`src/design/pcc_pkg.sv`:
```
`timescale 1ns / 1ps
// ----------------------------------------------------------------------------
// pcc_pkg: shared types and constants of the phase-one coordinate codec
// Holds the binomial table, the cell chain's stage record and the field
// widths that the cell and the top level both use.
// ----------------------------------------------------------------------------
package pcc_pkg;

   localparam int SLOTS        = 12;   // edge slots, one cell each
   localparam int TWIST_CELLS  = 7;    // corners carried in the coordinate
   localparam int FLIP_CELLS   = 11;   // edges carried in the coordinate
   localparam int TWIST_MAX    = 2186;
   localparam int SLICE_MAX    = 494;
   localparam int SLICE_EDGES  = 4;

   // floor(c / 3) == (c * TWIST_RECIP) >> TWIST_SHIFT for every 12-bit c
   localparam logic [11:0] TWIST_RECIP = 12'd2731;
   localparam int          TWIST_SHIFT = 13;

   localparam logic CMD_ENCODE = 1'b0;
   localparam logic CMD_DECODE = 1'b1;

   // C(n, k) for n = 0..11, k = 0..4
   localparam logic [8:0] BINOM [12][5] = '{
      '{9'd1, 9'd0,  9'd0,  9'd0,   9'd0},
      '{9'd1, 9'd1,  9'd0,  9'd0,   9'd0},
      '{9'd1, 9'd2,  9'd1,  9'd0,   9'd0},
      '{9'd1, 9'd3,  9'd3,  9'd1,   9'd0},
      '{9'd1, 9'd4,  9'd6,  9'd4,   9'd1},
      '{9'd1, 9'd5,  9'd10, 9'd10,  9'd5},
      '{9'd1, 9'd6,  9'd15, 9'd20,  9'd15},
      '{9'd1, 9'd7,  9'd21, 9'd35,  9'd35},
      '{9'd1, 9'd8,  9'd28, 9'd56,  9'd70},
      '{9'd1, 9'd9,  9'd36, 9'd84,  9'd126},
      '{9'd1, 9'd10, 9'd45, 9'd120, 9'd210},
      '{9'd1, 9'd11, 9'd55, 9'd165, 9'd330}
   };

   // one item as it travels down the cell chain
   typedef struct packed {
      logic        valid;
      logic        cmd;
      logic        err;
      logic [13:0] tdig;       // input twists, current corner in the low bits
      logic [10:0] fbits;      // input flips, current edge in bit 0
      logic [47:0] pieces;     // input pieces, current slot in the low nibble
      logic [11:0] t_acc;      // twist sum (encode) or quotient left (decode)
      logic [10:0] f_acc;      // flip sum (encode) or coordinate shifter (decode)
      logic [8:0]  s_acc;      // slice sum (encode) or rank left (decode)
      logic [2:0]  k;          // slice edges still to place
      logic [1:0]  par_t;      // twist sum mod 3
      logic        par_f;      // flip parity
      logic [13:0] tdig_o;     // decoded twists of corners 0..6
      logic [10:0] fbits_o;    // decoded flips of edges 0..10
      logic [47:0] pieces_o;   // rewritten pieces
   } stage_type;

endpackage

```
`src/design/pcc_cell.sv`:
```
`timescale 1ns / 1ps
// ----------------------------------------------------------------------------
// pcc_cell: one slot of the codec chain
// Handles one slot per item, plus one corner (cells 0..6) and one edge flip
// (cells 0..10), then registers the item for the next cell.
// ----------------------------------------------------------------------------
module pcc_cell
   import pcc_pkg::*;
(
   input  logic            clock,
   input  logic            reset,
   input  logic [3:0]      cell_index,
   input  stage_type       stage_in,
   output stage_type       stage_out
);

   stage_type   slot_ff;
   stage_type   slot_in;
   logic [3:0]  row;
   logic [3:0]  p;
   logic [3:0]  p_new;
   logic [8:0]  coef;
   logic [1:0]  d;
   logic [23:0] prod;
   logic [10:0] q;
   logic [11:0] rem3;
   logic [2:0]  psum;
   logic        fb;
   logic        twist_act;
   logic        flip_act;

   assign row       = 4'(SLOTS - 1) - cell_index;
   assign twist_act = (cell_index < 4'(TWIST_CELLS));
   assign flip_act  = (cell_index < 4'(FLIP_CELLS));
   assign coef      = BINOM[row][stage_in.k];

   // divide by three through the reciprocal
   assign prod = 24'(stage_in.t_acc) * 24'(TWIST_RECIP);
   assign q    = prod[23:TWIST_SHIFT];
   assign rem3 = stage_in.t_acc - {q, 1'b0} - 12'(q);

   always_comb begin
      slot_in = stage_in;
      p       = stage_in.pieces[3:0];
      p_new   = p;
      d       = 2'd0;
      fb      = 1'b0;
      psum    = 3'd0;
      slot_in.pieces = {4'd0, stage_in.pieces[47:4]};

      if (stage_in.cmd == CMD_ENCODE) begin
         if (twist_act) begin
            d = stage_in.tdig[1:0];
            if (d == 2'd3) begin
               slot_in.err = 1'b1;
            end
            slot_in.t_acc = 12'({stage_in.t_acc, 1'b0}) + stage_in.t_acc + 12'(d);
            slot_in.tdig  = {2'd0, stage_in.tdig[13:2]};
         end
         if (flip_act) begin
            slot_in.f_acc = {stage_in.f_acc[9:0], stage_in.fbits[0]};
            slot_in.fbits = {1'b0, stage_in.fbits[10:1]};
         end
         if (p > 4'd11) begin
            slot_in.err = 1'b1;
         end
         if (p >= 4'd8 && p <= 4'd11 && stage_in.k != 3'd0) begin
            slot_in.s_acc = stage_in.s_acc + coef;
            slot_in.k     = stage_in.k - 3'd1;
         end
      end else begin
         if (twist_act) begin
            d    = rem3[1:0];
            psum = 3'(stage_in.par_t) + 3'(d);
            if (psum >= 3'd3) begin
               psum = psum - 3'd3;
            end
            slot_in.t_acc  = 12'(q);
            slot_in.tdig_o = {stage_in.tdig_o[11:0], d};
            slot_in.par_t  = psum[1:0];
         end
         if (flip_act) begin
            fb = stage_in.f_acc[10];
            slot_in.f_acc   = {stage_in.f_acc[9:0], 1'b0};
            slot_in.fbits_o = {fb, stage_in.fbits_o[10:1]};
            slot_in.par_f   = stage_in.par_f ^ fb;
         end
         if (p >= 4'd8) begin
            p_new = p - 4'd4;
         end
         if (stage_in.k != 3'd0 && stage_in.s_acc >= coef) begin
            slot_in.s_acc = stage_in.s_acc - coef;
            p_new         = 4'd7 + 4'(stage_in.k);
            slot_in.k     = stage_in.k - 3'd1;
         end
      end
      slot_in.pieces_o = {p_new, stage_in.pieces_o[47:4]};
   end

   // clear the whole record on reset so no stale item survives
   always_ff @(posedge clock) begin
      if (reset) begin
         slot_ff <= '0;
      end else begin
         slot_ff <= slot_in;
      end
   end

   assign stage_out = slot_ff;

endmodule

```
`src/design/cube_phase1_coordinate_codec_core.sv`:
```
`timescale 1ns / 1ps
// ----------------------------------------------------------------------------
// cube_phase1_coordinate_codec_core: phase-one cube coordinate codec
// Encodes corner twists, edge flips and slice slots into three search
// coordinates, or decodes the coordinates back into piece data.
// ----------------------------------------------------------------------------
// An item is taken on every clock edge with start high; busy never rises,
// so a new item may follow each cycle. Each item's result appears on the
// rsp_ ports with rsp_valid high for one cycle, after the item has passed
// twelve slot cells in a row (one per edge slot; cells 0..6 also handle a
// corner and cells 0..10 a flip) and then the output register. Results
// leave in item order and cannot be held off; the receiver must take each
// one in its cycle. In encode mode the decode outputs read zero, and the
// reverse in decode mode.
module cube_phase1_coordinate_codec_core
   import pcc_pkg::*;
(
   input  logic        clock,
   input  logic        reset,
   input  logic        start,
   output logic        busy,
   input  logic        req_cmd,
   input  logic [15:0] req_twist_digits,
   input  logic [11:0] req_flip_bits,
   input  logic [47:0] req_slot_pieces,
   input  logic [11:0] req_twist_coord,
   input  logic [10:0] req_flip_coord,
   input  logic [8:0]  req_slice_coord,
   output logic        rsp_valid,
   output logic [11:0] rsp_twist_coord_out,
   output logic [10:0] rsp_flip_coord_out,
   output logic [8:0]  rsp_slice_coord_out,
   output logic [15:0] rsp_twist_digits_out,
   output logic [11:0] rsp_flip_bits_out,
   output logic [47:0] rsp_slot_pieces_out,
   output logic        rsp_range_error
);

   stage_type  head;
   stage_type  chain [SLOTS+1];

   logic        rsp_valid_ff,      rsp_valid_in;
   logic [11:0] twist_coord_ff,    twist_coord_in;
   logic [10:0] flip_coord_ff,     flip_coord_in;
   logic [8:0]  slice_coord_ff,    slice_coord_in;
   logic [15:0] twist_digits_ff,   twist_digits_in;
   logic [11:0] flip_bits_ff,      flip_bits_in;
   logic [47:0] slot_pieces_ff,    slot_pieces_in;
   logic        range_error_ff,    range_error_in;
   logic [1:0]  last_twist;
   stage_type   tail;

   // the pipeline takes a new item every cycle
   assign busy = 1'b0;

   // load the item into the head of the chain; decode range checks start here
   always_comb begin
      head          = '0;
      head.valid    = start;
      head.cmd      = req_cmd;
      head.tdig     = req_twist_digits[13:0];
      head.fbits    = req_flip_bits[10:0];
      head.pieces   = req_slot_pieces;
      head.k        = 3'(SLICE_EDGES);
      if (req_cmd == CMD_DECODE) begin
         head.t_acc = req_twist_coord;
         head.f_acc = req_flip_coord;
         head.s_acc = req_slice_coord;
         head.err   = (req_twist_coord > 12'(TWIST_MAX)) ||
                      (req_slice_coord > 9'(SLICE_MAX));
      end
   end

   assign chain[0] = head;

   // one cell per slot; slot i also owns corner i for i < 7 and flip i for i < 11
   for (genvar g = 0; g < SLOTS; g++) begin : g_cell
      pcc_cell u_cell (
         .clock      (clock),
         .reset      (reset),
         .cell_index (4'(g)),
         .stage_in   (chain[g]),
         .stage_out  (chain[g+1])
      );
   end

   assign tail = chain[SLOTS];

   // infer the eighth twist: bring the digit sum to a multiple of three
   always_comb begin
      case (tail.par_t)
         2'd1:    last_twist = 2'd2;
         2'd2:    last_twist = 2'd1;
         default: last_twist = 2'd0;
      endcase
   end

   // pick the mode's outputs and zero the others
   always_comb begin
      rsp_valid_in    = tail.valid;
      range_error_in  = tail.err;
      twist_coord_in  = '0;
      flip_coord_in   = '0;
      slice_coord_in  = '0;
      twist_digits_in = '0;
      flip_bits_in    = '0;
      slot_pieces_in  = '0;
      if (tail.cmd == CMD_ENCODE) begin
         twist_coord_in = tail.t_acc;
         flip_coord_in  = tail.f_acc;
         slice_coord_in = tail.s_acc;
      end else begin
         twist_digits_in = {last_twist, tail.tdig_o};
         // the twelfth flip equals the parity of the other eleven
         flip_bits_in    = {tail.par_f, tail.fbits_o};
         slot_pieces_in  = tail.pieces_o;
      end
   end

   always_ff @(posedge clock) begin
      if (reset) begin
         rsp_valid_ff <= 1'b0;
      end else begin
         rsp_valid_ff <= rsp_valid_in;
      end
   end

   // hold the result payload for its one cycle on the ports
   always_ff @(posedge clock) begin
      twist_coord_ff  <= twist_coord_in;
      flip_coord_ff   <= flip_coord_in;
      slice_coord_ff  <= slice_coord_in;
      twist_digits_ff <= twist_digits_in;
      flip_bits_ff    <= flip_bits_in;
      slot_pieces_ff  <= slot_pieces_in;
      range_error_ff  <= range_error_in;
   end

   assign rsp_valid            = rsp_valid_ff;
   assign rsp_twist_coord_out  = twist_coord_ff;
   assign rsp_flip_coord_out   = flip_coord_ff;
   assign rsp_slice_coord_out  = slice_coord_ff;
   assign rsp_twist_digits_out = twist_digits_ff;
   assign rsp_flip_bits_out    = flip_bits_ff;
   assign rsp_slot_pieces_out  = slot_pieces_ff;
   assign rsp_range_error      = range_error_ff;

endmodule

```
`config.mk`:
```
export PLATFORM = sky130hd
export DESIGN_NAME = cube_phase1_coordinate_codec_core
export DESIGN_NICKNAME = d
export VERILOG_FILES = /design/src/design/pcc_pkg.sv /design/src/design/pcc_cell.sv /design/src/design/cube_phase1_coordinate_codec_core.sv
export SDC_FILE = /design/constraint.sdc
export NUM_CORES = 2
export LEC_CHECK = 0
export BUFFER_PORTS_ARGS = -buffer_cell sky130_fd_sc_hd__buf_4
export CAP_MARGIN = 20
export CORE_AREA = 2 2 511 513
export CTS_CLUSTER_SIZE = 16
export DETAILED_ROUTE_END_ITERATION = 12
export DIE_AREA = 0 0 513 515
export PLACE_DENSITY = 0.66
export SYNTH_ARGS = -nofsm -noshare
export SYNTH_HDL_FRONTEND = slang
export SYNTH_HIERARCHICAL = 1
export SYNTH_SLANG_ARGS = --single-unit
```
`constraint.sdc`:
```
create_clock -name clock -period 8.33 [get_ports clock]
set_input_delay 0.833 -clock clock [delete_from_list [all_inputs] [get_ports clock]]
set_output_delay 0.833 -clock clock [all_outputs]
set_load 0.05 [all_outputs]
```
## Word level (Yosys, flattened, before mapping)

Memories as Yosys holds them, arrays and structs flattened.
Cells that the tools add are included.

- Input bits: 112
- Register bits: 2013
- Logic and storage cells: 662
- Memories kept: 11
- ROM bits: 792
- Output and inout port bits: 111

- Magnitude comparators: 68
- Muxes and demuxes: 146
- $add $sub $neg: 99
- Equality and inequality tests: 9
- Bitwise operators: 32
- Reductions and logical operators: 68
- Multipliers: 7

Memory list:

| memory | depth | width | rd ports | clocked after Yosys merged registers in | wr ports | line | text |
|---|---|---|---|---|---|---|---|
| (name not given) | 8 | 9 | 1 | 0 | 0 | pcc_cell.sv:35 | `assign coef = BINOM[row][stage_in.k];` |
| (name not given) | 8 | 9 | 1 | 0 | 0 | pcc_cell.sv:35 |  |
| (name not given) | 8 | 9 | 1 | 0 | 0 | pcc_cell.sv:35 |  |
| (name not given) | 8 | 9 | 1 | 0 | 0 | pcc_cell.sv:35 |  |
| (name not given) | 8 | 9 | 1 | 0 | 0 | pcc_cell.sv:35 |  |
| (name not given) | 8 | 9 | 1 | 0 | 0 | pcc_cell.sv:35 |  |
| 5 more memories | n/a | n/a | n/a | n/a | n/a | n/a |  |

Operator list:

| kind | count |
|---|---|
| 2-to-1 mux 26 bit | 16 |
| 2-to-1 mux 12 bit | 26 |
| 2-to-1 mux 34 bit | 7 |
| 2-to-1 mux 9 bit | 22 |
| 2-to-1 mux 28 bit | 7 |
| multiplier 12 x 12 -> 24 bit (second input constant) | 7 |
| 2-to-1 mux 4 bit | 36 |
| adder 9 bit | 11 |
| >= comparator 9 bit | 11 |
| subtractor 9 bit | 11 |
| >= comparator 4 bit (second input constant) | 23 |
| adder 12 bit | 7 |
| adder 12 x 2 -> 12 bit | 7 |
| > comparator 4 bit (second input constant) | 12 |
| <= comparator 4 bit (second input constant) | 12 |
| subtractor 4 x 3 -> 4 bit (second input constant) | 12 |
| adder 3 x 3 -> 4 bit (first input constant) | 11 |
| inverter 3 -> 4 bit | 11 |
| OR reduction 2 bit | 22 |
| 2-to-1 mux 13 bit | 3 |
| logical AND 1 bit | 34 |
| nonzero test 3 bit | 11 |
| subtractor 3 x 1 -> 3 bit (second input constant) | 11 |
| 2-to-1 mux 32 bit | 1 |
| other kinds (18) | 98 |

## Depth between registers and ports, before layout

- Word-level depth: 8
- Gate-level depth with buffers: 31
- Gate-level depth less buffers: 30

## Modules after synthesis

The synthesis kept the hierarchy.

By module, submodules not included:

| module | times used | seq. area each (sq um) | cells an instance | area an instance (sq um) |
|---|---|---|---|---|
| pcc_cell at g_cell[0].u_cell ... | 5 | 3663.5 | 1181 | 10595.2 |
| pcc_cell at g_cell[6].u_cell ... | 3 | 3663.5 | 1153 | 10308.6 |
| pcc_cell at g_cell[3].u_cell | 1 | 3663.5 | 1189 | 10571.4 |
| pcc_cell at g_cell[5].u_cell | 1 | 3663.5 | 1159 | 10485.1 |
| pcc_cell at g_cell[9].u_cell | 1 | 3663.5 | 1135 | 10353.7 |
| pcc_cell at g_cell[4].u_cell | 1 | 3663.5 | 1120 | 10211.0 |
| cube_phase1_coordinate_codec_core | 1 | 2202.1 | 277 | 3244.4 |

## Worst setup path after synthesis

Ideal clock, no wire load.

- Path kind: input-to-reg
- Start: in req_cmd
- End: reg g_cell[0].u_cell.slot_ff, in the netlist g_cell[0].u_cell/stage_out[74]
- Setup slack: 0.786 ns
- Library setup time: 0.065 ns
- Buffers on the path: 1
- Required time: 8.265 ns
- Arrival time: 7.479 ns
- Stages on the path: 29
- Path through: clkbuf_1 > and2_1 > ha_1 > fa_1 > inv_1 > fa_1 > inv_1 > fa_1 > fa_1 > ha_1 > and3_1 > and4_1 > o21a_1 > nor3_1 > nor2_1 > ha_1 > inv_1 > ha_1 > nor2_1 > xnor2_1 > o21ai_0 > nor2b_1 > xnor2_1 > fa_1 > ha_1 > or3_1 > a211oi_1 > a21oi_1 > nor2_1

RTL lines:

| item | line | text |
|---|---|---|
| from (decl) | cube_phase1_coordinate_codec_core.sv:22 | `input logic req_cmd,` |
| to (signal assigned) | pcc_cell.sv:105 | `slot_ff <= slot_in;` |
| to (decl) | pcc_cell.sv:17 | `stage_type slot_ff;` |

## Worst setup path after layout

- Start: reg g_cell[3].u_cell.slot_ff, in the netlist g_cell[3].u_cell/stage_out[100]
- End: reg g_cell[4].u_cell.slot_ff, in the netlist g_cell[4].u_cell/stage_out[74]

- Longest elaborated chain between the ends: 7
- Elaborated cells between the ends (all ways): 8
- Classes of those cells: add/sub: 4; mul: 1; order compare: 1; mux: 2

RTL lines:

| item | line | text |
|---|---|---|
| from (decl) | pcc_cell.sv:17 |  |
| from (signal assigned) | pcc_cell.sv:105 |  |
| multiplier 12 x 12 -> 24 bit | pcc_cell.sv:38 | `assign prod = 24'(stage_in.t_acc) * 24'(TWIST_RECIP);` |
| subtractor 2 bit | pcc_cell.sv:40 | `assign rem3 = stage_in.t_acc - {q, 1'b0} - 12'(q);` |
| subtractor 2 bit * | pcc_cell.sv:40 |  |
| adder 2 x 2 -> 3 bit * | pcc_cell.sv:74 | `psum = 3'(stage_in.par_t) + 3'(d);` |
| >= comparator 3 x 2 -> 1 bit | pcc_cell.sv:75 | `if (psum >= 3'd3) begin` |
| 2-to-1 mux 2 bit * | pcc_cell.sv:75 |  |
| 2-to-1 mux 28 bit * | pcc_cell.sv:51 | `if (stage_in.cmd == CMD_ENCODE) begin` |
| to (signal assigned) | pcc_cell.sv:105 |  |
| to (decl) | pcc_cell.sv:17 |  |

Mark *: on every way between the ends. The rest lies on a longest branch, timed or not.
A chain may end at the register's enable or synchronous reset.

==> results.json <==
{
  "finalSetupViolations": 0,
  "finalNetCount": 14960,
  "core_area_um2": 258500,
  "fill_cells": 24850,
  "cp-start-kind": "flop",
  "maxCapViolCount": 0,
  "r2r.worst_path.cells": 25,
  "wirelength_um": 275100,
  "final_layout_size_suffix_gt1_frac": 0.06212,
  "holdCritStartpoint": "req_slot_pieces[29]",
  "hold_viol": 0,
  "syn2layout_area_growth_pct": 10.13,
  "grt_max_degree": 188,
  "grt_pass1_vias": 81690,
  "viasPerCell": 5.137,
  "antenna_found_initial": 8,
  "finish.utilization": 0.4701,
  "crit_slowest_cell": "dfxtp_1",
  "track_usage": 0.2048,
  "dp_cells": 16060,
  "die_w_um": 513,
  "crit_path_end_kind": "flop",
  "synth.avg_cell_area_um2": 8.734,
  "grt_first_pass_wirelength_um": 438800,
  "worst-endpoint-required_ns": 9.11,
  "path_class": "flop to flop",
  "fin_crit_ns": 7.275,
  "cts.htree.levels": 4,
  "instances_no_fill": 16380,
  "cts_tree": "done",
  "row_count": 187,
  "regArea_um2": 33100,
  "cts_resized": 0,
  "drc": 0,
  "critical_path_arrival_ns": 8.05,
  "multi_input_area_um2": 71180,
  "syn-instance-count": 12640,
  "peakVddDrop_mv": 0.2410,
  "min_to": "g_cell[0].u_cell/stage_out[136]",
  "outcome": "finished clean",
  "ant_nets": 0,
  "timing.rr.start": "g_cell[3].u_cell/stage_out[100]",
  "grt.overflow.total": 0,
  "rsz0062_at_grt": "no",
  "hpwlAfterDp_um": 216700,
  "min_period_over_period": 0.8733,
  "holdPathStages": 2,
  "drv_slew": 0,
  "rrSetupSlack_ns": 1.06,
  "ys_warn_count": 6,
  "clock_skew_ns": 0.07462,
  "crit_path_max_fanout": 11,
  "slew_headroom": 0.01739,
  "critical_path.max_stage_delay_ns": 0.65,
  "gp_congestion": 0.9257,
  "cts_root_buf": "clkbuf_16",
  "netlist_area_um2": 110400,
  "vias": 84140,
  "power.density_nw_per_um2": 232.0,
  "cts.path.max_buffers": 3,
  "cts_hold_buf": 0,
  "cts_num_sinks": 1653,
  "first_pass_iters": 8,
  "fp.dieArea_um2": 264200,
  "cts_setup_buffers": 0,
  "max_slew.worst_pin.slew_ns": 1.468,
  "fmax_ghz": 0.1375,
  "ios": 223,
  "post_drt_wl_per_cell_um": 16.79,
  "regToRegEndpoint": "g_cell[4].u_cell/stage_out[74]",
  "clk_pin_slew_worst_paths_ns": 0.06,
  "min_path_type": "primary input to flop",
  "port_buffers": 218,
  "p_leak_nw": 55.05,
  "drtIter0Drc": 5893,
  "fin_setup_tns_ns": 0,
  "insertion_delay_ns": 0.85,
  "cts_made_buffers": 175,
  "cp-startpoint": "g_cell[3].u_cell/stage_out[100]",
  "initial_core_util": 0.4269,
  "fp.dieH_um": 515
}
[worst max-delay path by stage]
stage                                     endpoint  slack (ns)  cells past startpoint
floorplan           g_cell[0].u_cell/stage_out[74]        0.79                     29
global route        g_cell[4].u_cell/stage_out[74]        0.47                     25
global placement    g_cell[0].u_cell/stage_out[74]        0.38                     29
finish              g_cell[4].u_cell/stage_out[74]        1.06                     25
detailed placement  g_cell[0].u_cell/stage_out[74]        0.38                     29
CTS                 g_cell[4].u_cell/stage_out[74]        1.01                     25
[metrics by stage]
stage	setup slack, ns	area, um2	hold slack (ns)	total power [mW]
3_5_place_dp	0.3839	115500	0.3250	20.19
6_report	1.055	121600	0.2059	28.20
5_1_grt	0.4736	121600	0.1541	30.38
3_3_place_gp	0.3849	115500	0.3289	19.93
2_1_floorplan	0.7862	111500	0.3096	17.66
4_1_cts	1.014	121500	0.1215	28.26
[per-layer routing]
metal	routed length, um	global-route usage
met1	124400	0.2672
met2	127100	0.3443
met3	12720	0.02494
met4	10780	0.07906
met5	13	0
[power breakdown]
part	switching, mW	internal, mW	total [mW]
Sequential	0.339	8.15	8.49
Clock	3.44	4.53	7.97
Combinational	6.82	4.91	11.7
[final cells by class]
type | count | share of cell area
multi-input cells | 9419 | 0.5856
diodes | 1 | 0.00002059
well taps | 3402 | 0.03502
repair buffers | 267 | 0.01690
flip-flops and latches | 1653 | 0.2723
clock inverters | 92 | 0.009295
inverters | 1316 | 0.04064
clock buffers | 228 | 0.04023
[cells in the final DEF, fill, tap and decap left out, drive strengths merged, types with 36 or more instances in the layout]
cell type	n
inv	1311
a21oi	1201
mux2i	117
nand2	1650
xnor2	283
buf	267
a22oi	74
and3	61
xor2	155
a211oi	130
or3	36
o21bai	74
nor2b	654
conb	300
o22ai	107
and2	184
dfxtp	1653
ha	1500
nand3	102
o21ai	395
a21boi	41
o21a	105
o211ai	63
nor3	182
nand2b	97
a31oi	79
or2	45
nor2	579
nor4	40
a21o	155
clkinv	68
clkbuf	228
fa	516
[flip-flops by register name, summed over array words and instances, names as in the netlist]
name                     cells
rsp_twist_digits_out        16
g_cell.u_cell/stage_out   1543
rsp_slot_pieces_out         48
rsp_range_error              1
rsp_flip_coord_out          11
rsp_valid                    1
rsp_slice_coord_out          9
rsp_flip_bits_out           12
rsp_twist_coord_out         12
[critical path: cells and delay by family, from the launching register on]
family,cells,cell delay [ns]
adder cells (fa/ha/maj),10,3.97
buffers and inverters,3,0.15
flip-flops,1,0.65
AO/OA/AOI/OAI,3,0.89
AND/OR/NAND/NOR,5,0.72
XOR/XNOR,4,0.82
Power figures use the tool's default switching activity.
